==> config.mk <==
export PLATFORM = sky130hd
export DESIGN_NAME = gf2m_inverse_ext_euclid_core
export DESIGN_NICKNAME = d
export VERILOG_FILES = /design/src/rtl/gfinv_pkg.sv /design/src/rtl/gfinv_cell.sv /design/src/rtl/gf2m_inverse_ext_euclid_core.sv
export SDC_FILE = /design/constraint.sdc
export NUM_CORES = 1
export LEC_CHECK = 0
export ABC_AREA = 1
export BUFFER_PORTS_ARGS = -buffer_cell sky130_fd_sc_hd__buf_4
export CORE_MARGIN = 2
export CORE_UTILIZATION = 45
export DETAILED_ROUTE_END_ITERATION = 6
export PLACE_DENSITY = 0.64
export SYNTH_ARGS = -nofsm -noshare
export SYNTH_HDL_FRONTEND = slang
export SYNTH_SLANG_ARGS = --single-unit
==> constraint.sdc <==
create_clock -name clock -period 4.7 [get_ports clock]
set_input_delay 0 -clock clock [delete_from_list [all_inputs] [get_ports clock]]
set_output_delay 0 -clock clock [all_outputs]
set_load 0.03 [all_outputs]
==> src/rtl/gfinv_pkg.sv <==
// shared types and constants for the gf(2^m) inverter
package gfinv_pkg;

   localparam int FIELD_BITS_DEF = 16;
   localparam int MODULUS_RESET  = 19;

   // operation broadcast to every cell of the row
   typedef enum logic [2:0] {
      OP_HOLD     = 3'd0,
      OP_LOAD     = 3'd1,
      OP_NORM_SET = 3'd2,
      OP_NORM     = 3'd3,
      OP_REDUCE   = 3'd4,
      OP_MUL_SET  = 3'd5,
      OP_MUL      = 3'd6,
      OP_SWAP     = 3'd7
   } cell_op_type;

   typedef struct packed {
      cell_op_type op;
      logic        sub;   // quotient bit of this reduce step
      logic        qbit;  // quotient bit used by this multiply step
   } cell_ctrl_type;

endpackage

==> src/rtl/gfinv_cell.sv <==
// one bit slice of the euclid datapath
module gfinv_cell (
   input  logic                     clock,
   input  gfinv_pkg::cell_ctrl_type ctrl,
   input  logic                     load_a,
   input  logic                     load_b,
   input  logic                     load_vb,
   input  logic                     s_lo,
   input  logic                     s_hi,
   input  logic                     t_lo,
   input  logic                     q_lo,
   input  logic                     q_hi,
   output logic                     a_out,
   output logic                     b_out,
   output logic                     s_out,
   output logic                     va_out,
   output logic                     t_out,
   output logic                     q_out
);
   import gfinv_pkg::*;

   logic a_ff, a_in, b_ff, b_in, s_ff, s_in;
   logic va_ff, va_in, vb_ff, vb_in, t_ff, t_in, q_ff, q_in;

   always_comb begin
      a_in  = a_ff;
      b_in  = b_ff;
      s_in  = s_ff;
      va_in = va_ff;
      vb_in = vb_ff;
      t_in  = t_ff;
      q_in  = q_ff;
      case (ctrl.op)
         OP_LOAD: begin
            a_in  = load_a;
            b_in  = load_b;
            va_in = 1'b0;
            vb_in = load_vb;
         end
         OP_NORM_SET: begin
            s_in = b_ff;
            q_in = 1'b0;
         end
         OP_NORM: begin
            s_in = s_lo;
         end
         OP_REDUCE: begin
            a_in = a_ff ^ (ctrl.sub & s_ff);
            s_in = s_hi;
            q_in = q_lo;
         end
         OP_MUL_SET: begin
            t_in = vb_ff;
         end
         OP_MUL: begin
            va_in = va_ff ^ (ctrl.qbit & t_ff);
            t_in  = t_lo;
            q_in  = q_hi;
         end
         OP_SWAP: begin
            a_in  = b_ff;
            b_in  = a_ff;
            va_in = vb_ff;
            vb_in = va_ff;
         end
         default: begin
         end
      endcase
   end

   always_ff @(posedge clock) begin
      a_ff  <= a_in;
      b_ff  <= b_in;
      s_ff  <= s_in;
      va_ff <= va_in;
      vb_ff <= vb_in;
      t_ff  <= t_in;
      q_ff  <= q_in;
   end

   assign a_out  = a_ff;
   assign b_out  = b_ff;
   assign s_out  = s_ff;
   assign va_out = va_ff;
   assign t_out  = t_ff;
   assign q_out  = q_ff;

endmodule

==> src/rtl/gf2m_inverse_ext_euclid_core.sv <==
// gf(2^m) inverter by extended euclid on a row of bit-slice cells
//
// usage
//   req channel: req_element (valid/ready); one request is worked at a time,
//   req_ready is high only while the core is idle
//   rsp channel: rsp_inverse, rsp_found (valid/ready) from an output register;
//   a new request is taken while a finished result still waits there
//   config: apb-style port, modulus_poly at byte address 0 (reset x^4+x+1);
//   write it only while the core is idle
// timing
//   latency is data dependent; each euclid round is set by the
//   one-bit-per-cycle shifts of the divisor and cofactor along the row,
//   and a run also loads the operands, detects the end and hands off the
//   result; a zero element goes from the check straight to the finish state
// reset
//   synchronous reset clears the fsm and rsp_valid and restores the modulus
// stall
//   while the output register still holds a result and rsp_ready is low, a
//   finished result holds in the fsm until the output register frees up
module gf2m_inverse_ext_euclid_core #(
   parameter int FIELD_BITS = gfinv_pkg::FIELD_BITS_DEF
) (
   input  logic                  clock,
   input  logic                  reset,
   input  logic                  req_valid,
   output logic                  req_ready,
   input  logic [FIELD_BITS-1:0] req_element,
   output logic                  rsp_valid,
   input  logic                  rsp_ready,
   output logic [FIELD_BITS-1:0] rsp_inverse,
   output logic                  rsp_found,
   input  logic                  psel,
   input  logic                  penable,
   input  logic                  pwrite,
   input  logic [2:0]            paddr,
   input  logic [31:0]           pwdata,
   output logic [31:0]           prdata,
   output logic                  pready
);
   import gfinv_pkg::*;

   localparam int NB = FIELD_BITS + 1;      // cells in the row
   localparam int PW = $clog2(NB);

   typedef enum logic [7:0] {
      ST_IDLE   = 8'b00000001,
      ST_CHECK  = 8'b00000010,
      ST_NORM   = 8'b00000100,
      ST_REDUCE = 8'b00001000,
      ST_MULI   = 8'b00010000,
      ST_MUL    = 8'b00100000,
      ST_SWAP   = 8'b01000000,
      ST_FINISH = 8'b10000000
   } state_type;

   state_type       state_ff, state_in;
   logic [NB-1:0]   modulus_ff, modulus_in;
   logic [PW-1:0]   shift_ff, shift_in;    // divisor alignment shift
   logic [PW-1:0]   cnt_ff, cnt_in;        // steps left after this one in reduce / multiply
   logic [PW-1:0]   pos_ff, pos_in;        // bit of r0 under the divisor top
   logic            rsp_valid_ff, rsp_valid_in;
   logic [FIELD_BITS-1:0] rsp_inverse_ff, rsp_inverse_in;
   logic            rsp_found_ff, rsp_found_in;

   cell_ctrl_type   ctrl;
   logic [NB-1:0]   a_vec, b_vec, s_vec, va_vec, t_vec, q_vec;
   logic [NB-1:0]   elem_ext;
   logic            out_free, found_now;

   // ---------------- configuration port
   assign pready     = 1'b1;
   assign prdata     = 32'(modulus_ff);
   assign modulus_in = (psel && penable && pwrite && (paddr[2] == 1'b0))
                       ? pwdata[NB-1:0] : modulus_ff;

   // ---------------- row of cells
   assign elem_ext = NB'(req_element);

   for (genvar i = 0; i < NB; i++) begin : g_cell
      logic s_lo, s_hi, t_lo, q_lo, q_hi;
      if (i == 0) begin : g_lo_edge
         assign s_lo = 1'b0;
         assign t_lo = 1'b0;
         assign q_lo = ctrl.sub;     // new quotient bit enters at the bottom
      end else begin : g_lo_mid
         assign s_lo = s_vec[i-1];
         assign t_lo = t_vec[i-1];
         assign q_lo = q_vec[i-1];
      end
      if (i == NB-1) begin : g_hi_edge
         assign s_hi = 1'b0;
         assign q_hi = 1'b0;
      end else begin : g_hi_mid
         assign s_hi = s_vec[i+1];
         assign q_hi = q_vec[i+1];
      end
      gfinv_cell u_cell (
         .clock   (clock),
         .ctrl    (ctrl),
         .load_a  (modulus_ff[i]),
         .load_b  (elem_ext[i]),
         .load_vb ((i == 0) ? 1'b1 : 1'b0),
         .s_lo    (s_lo),
         .s_hi    (s_hi),
         .t_lo    (t_lo),
         .q_lo    (q_lo),
         .q_hi    (q_hi),
         .a_out   (a_vec[i]),
         .b_out   (b_vec[i]),
         .s_out   (s_vec[i]),
         .va_out  (va_vec[i]),
         .t_out   (t_vec[i]),
         .q_out   (q_vec[i])
      );
   end

   // ---------------- sequencer
   assign out_free  = !rsp_valid_ff || rsp_ready;
   assign found_now = (a_vec == NB'(1)) && (va_vec[FIELD_BITS-1:0] != '0);
   assign req_ready = (state_ff == ST_IDLE);

   always_comb begin
      state_in       = state_ff;
      shift_in       = shift_ff;
      cnt_in         = cnt_ff;
      pos_in         = pos_ff;
      rsp_valid_in   = rsp_valid_ff && !rsp_ready;
      rsp_inverse_in = rsp_inverse_ff;
      rsp_found_in   = rsp_found_ff;
      ctrl.op        = OP_HOLD;
      ctrl.sub       = 1'b0;
      ctrl.qbit      = 1'b0;
      case (state_ff)
         ST_IDLE: begin
            if (req_valid) begin
               ctrl.op  = OP_LOAD;
               state_in = ST_CHECK;
            end
         end
         ST_CHECK: begin
            // zero divisor ends euclid
            if (b_vec == '0) begin
               state_in = ST_FINISH;
            end else begin
               ctrl.op  = OP_NORM_SET;
               shift_in = '0;
               state_in = ST_NORM;
            end
         end
         ST_NORM: begin
            // slide the divisor up until its top bit sits in the last cell
            if (s_vec[NB-1]) begin
               pos_in   = PW'(NB-1);
               cnt_in   = shift_ff;
               state_in = ST_REDUCE;
            end else begin
               ctrl.op  = OP_NORM;
               shift_in = shift_ff + 1'b1;
            end
         end
         ST_REDUCE: begin
            ctrl.op  = OP_REDUCE;
            ctrl.sub = a_vec[pos_ff];
            pos_in   = pos_ff - 1'b1;
            if (cnt_ff == '0) begin
               state_in = ST_MULI;
            end else begin
               cnt_in = cnt_ff - 1'b1;
            end
         end
         ST_MULI: begin
            ctrl.op  = OP_MUL_SET;
            cnt_in   = shift_ff;
            state_in = ST_MUL;
         end
         ST_MUL: begin
            // v0 ^= q * v1, one quotient bit per cycle
            ctrl.op   = OP_MUL;
            ctrl.qbit = q_vec[0];
            if (cnt_ff == '0) begin
               state_in = ST_SWAP;
            end else begin
               cnt_in = cnt_ff - 1'b1;
            end
         end
         ST_SWAP: begin
            ctrl.op  = OP_SWAP;
            state_in = ST_CHECK;
         end
         ST_FINISH: begin
            if (out_free) begin
               rsp_valid_in   = 1'b1;
               rsp_found_in   = found_now;
               rsp_inverse_in = found_now ? va_vec[FIELD_BITS-1:0] : '0;
               state_in       = ST_IDLE;
            end
         end
         default: begin
            state_in = ST_IDLE;
         end
      endcase
   end

   always_ff @(posedge clock) begin
      if (reset) begin
         state_ff     <= ST_IDLE;
         rsp_valid_ff <= 1'b0;
         modulus_ff   <= NB'(MODULUS_RESET);
      end else begin
         state_ff     <= state_in;
         rsp_valid_ff <= rsp_valid_in;
         modulus_ff   <= modulus_in;
      end
      shift_ff       <= shift_in;
      cnt_ff         <= cnt_in;
      pos_ff         <= pos_in;
      rsp_inverse_ff <= rsp_inverse_in;
      rsp_found_ff   <= rsp_found_in;
   end

   assign rsp_valid   = rsp_valid_ff;
   assign rsp_inverse = rsp_inverse_ff;
   assign rsp_found   = rsp_found_ff;

   // ---------------- checks
   a_accept_load: assert property (@(posedge clock) disable iff (reset)
      (req_valid && req_ready) |=> (state_ff == ST_CHECK))
      else $error("accepted request did not start a run");

   a_found_nonzero: assert property (@(posedge clock) disable iff (reset)
      (rsp_valid && rsp_found) |-> (rsp_inverse != '0))
      else $error("found result with zero inverse");

   a_notfound_zero: assert property (@(posedge clock) disable iff (reset)
      (rsp_valid && !rsp_found) |-> (rsp_inverse == '0))
      else $error("missing inverse not reported as zero");

   a_cnt_bound: assert property (@(posedge clock) disable iff (reset)
      (state_ff == ST_REDUCE || state_ff == ST_MUL) |-> (cnt_ff <= shift_ff))
      else $error("step count exceeds alignment shift");

   a_hold_result: assert property (@(posedge clock) disable iff (reset)
      (state_ff == ST_FINISH && rsp_valid && !rsp_ready) |=> (state_ff == ST_FINISH))
      else $error("result left the sequencer while output was stalled");

endmodule
==> qor.yml <==
power:
  ir_drop_uv: 302
  power.total_w: 0.00338
  p_leak_nw: 4.36
  powerDensity_mw_per_mm2: 331
logic_synthesis:
  ys_ff_latch: 174
  yosys_warnings: 0
  yosys-top-cells-area: "edfxtp_1 51%, nand2_1 7.1%, inv_1 6.1%"
  synth_top_area_share_pct: 50.7
  synth_top_cell_by_area: "edfxtp_1"
  synth_area_mm2: 0.00877
  synth_edf_count: 148
  syn_avg_cell_area_um2: 9.14
  yosysSeqAreaShare_pct: 56.6
  synth_most_common_cell: "nand2_1"
  netlist_top_cells_count: "165 x nand2_1, 148 x edfxtp_1, 142 x inv_1"
  async_reset_ff_share_pct: 0
  ys.flop_type: "edfxtp_1"
  synthCells: 960
  ys_types: 40
timing:
  hold_violations: 0
  worstMarginPinSlew_ns: 0.987
  relSlewSlack_pct: 34.0
  rsz0062_at_grt: "no"
  timing.final.crit_share_pct: 62.7
  post-route-min-period_ns: 2.95
  fin_skew_ns: 0.0117
  whs_ns: 0.249
  tns_ns: 0
  max_freq_mhz: 339
  finalMaxSlewViolations: 0
  setup_viol: 0
global_routing:
  grt_start_max_net_pins: 68
  grt_pass1_wl_um: 33000
  grt_antenna_before_repair: 0
  gr-total-overflow: 0
  track_usage_pct: 20.6
  grt_pass1_vias: 6676
setup_path:
  start_kind: "register"
  reg2reg_depth: 8
  crit_path_end_kind: "register"
  worstPathArrival_ns: 3.01
  startpoint: "state_ff[4]"
  crit_required_ns: 4.76
  critPathKind: "reg2reg"
  r2r-start: "state_ff[4]"
  path_max_fanout: 22
layout:
  layout-drive-gt1-share_pct: 13.1
  finish.utilization_pct: 53.0
  fillers: 1782
  syn2layout_area_growth_pct: 16.4
  antennaDiodeCount: 0
  fin_nets: 1098
  layout.cells.non_filler: 1313
floorplan:
  pin_count: 110
  core_area_mm2: 0.0193
  dieArea_mm2: 0.0206
  die_w_um: 144
  rows: 51
  die_height_um: 144
  initial_core_util_pct: 45.5
clocking:
  numCtsBuffers: 17
  worstSkewPairLatency_ns: 0.43
  cts-htree-levels: 4
  cts.path.max_buffers: 2
  clkTransAtPathRegs_ns: 0.07
  cts-root-buf: "clkbuf_16"
  cts_tree: "done"
  cts.repair.resized: 0
  cts.sinks: 174
  postCtsSetupRepairBufs: 0
detailed_routing:
  drc: 0
  routedWlPerCell_um: 15.6
  ant_nets: 0
  wl_um: 20500
  first_pass_iters: 5
  avgViaCountPerCell: 5.22
  drt-initial-drc-count: 496
  vias: 6857
place:
  port_buffers: 76
  gp_congestion: 0.902
  dp_cells: 1245
  dp_hpwl_um: 13500
worst_hold_path:
  hp-start: "paddr[2]"
  min_path_type: "in2reg"
  whs_path_depth: 5
run:
  maxCapViolCount: 0
outcome:
  status: "finished, final reports clean"
## power by group
group	leakage [nW]	internal [W]	switching, W	total [W]
combinational	2.54	0.0000968	0.000174	0.000271
clock	0.266	0.000727	0.000599	0.00133
sequential	1.55	0.00174	0.0000421	0.00179
## critical path, stage by stage, from the launching register on
cell      delay, ns
dfxtp_1        0.34
nor2_2         0.16
nand2_2        0.13
nor2_4         0.11
buf_4          0.28
clkinv_1       0.53
nand2_1        0.47
nand2_1        0.12
a31oi_1        0.43
## timing repair
item,in CTS,in global routing
hold buffers,37,0
endpoints found under the setup margin,0,0
hold endpoints to repair,40,0
## state kept, by name (all words and copies together), names as in the netlist, 5 cells and up
signal and count:
g_cell.u_cell.a_out 17, g_cell.u_cell.vb_ff 16, g_cell.u_cell.b_out 17, rsp_inverse 16
g_cell.u_cell.va_out 16, g_cell.u_cell.t_out 16, g_cell.u_cell.q_out 17, cnt_ff 5
g_cell.u_cell.s_out 17, shift_ff 5, pos_ff 5, state_ff 8
modulus_ff 17
## final cells by class
type	count	area, um2	area share [%]
inverters	151	567	5.55
clock buffers	17	425	4.16
well taps	265	332	3.25
flip-flops and latches	174	4960	48.6
multi-input cells	574	2830	27.7
repair buffers	118	978	9.58
clock inverters	14	120	1.18
## cells by family (layout without fill, tap and decap cells)
group                      Yosys count  count (layout)  share of synthesized area (%)
and+or+nand+nor                    411             411                           21.5
buffers and inverters              226             300                           11.8
DFF                                174             174                           56.6
AOI/OAI and AO/OA                  140             140                           9.10
adders and majority gates            4               4                          0.570
xor gates and xnor gates             3               3                          0.300
other                                2              16                         0.0856
## path summary, 6_finish.rpt
path / end / slack, ns
setup reg to reg: cnt_ff[3] / 1.75
hold reg to reg: modulus_ff[1] / 0.51
setup / recovery: cnt_ff[3] / 1.75
hold / removal: modulus_ff[4] / 0.25
## layer usage
layer | GRT usage [%] | up-vias | share of wire, %
met2 | 35.9 | 228 | 49
li1 | - | 3352 | -
met3 | 3.30 | 36 | 6.1
met5 | 0 | - | 0
met1 | 25.0 | 3241 | 42
met4 | 9.39 | 0 | 3.0
## cell usage in the layout (no fill, tap or decap), types with 2 or more instances in the layout
master | netlist | final
dfxtp_1 | 26 | 26
nand2_1 | 165 | 164
conb_1 | 2 | 16
nor2_2 | 3 | 3
nand3_1 | 106 | 106
nor3_1 | 8 | 8
nor2_4 | 5 | 5
inv_1 | 142 | 141
o22ai_1 | 16 | 16
clkinv_1 | 3 | 7
clkbuf_16 | 0 | 17
buf_4 | 34 | 81
o221ai_1 | 15 | 15
xor2_1 | 3 | 3
a31oi_1 | 2 | 2
or2_2 | 2 | 2
o211ai_1 | 2 | 2
o21ai_1 | 10 | 10
nor4_1 | 6 | 6
nor2_1 | 78 | 78
ha_1 | 4 | 4
dlygate4sd3_1 | 0 | 37
clkinv_4 | 0 | 4
inv_6 | 0 | 3
o21ai_0 | 77 | 77
inv_2 | 6 | 6
a21oi_1 | 16 | 15
clkinv_2 | 0 | 2
edfxtp_1 | 148 | 148
nand2_2 | 4 | 5
nand4_1 | 26 | 26
## per-stage QoR
step                area (um2)  worst slack [ns]
global route             10200              1.40
finish                   10200              1.75
global placement          9300              1.76
detailed placement        9300              1.75
floorplan                 8830              2.28
CTS                      10200              1.73
No activity file was read; power rests on OpenSTA's default activity.
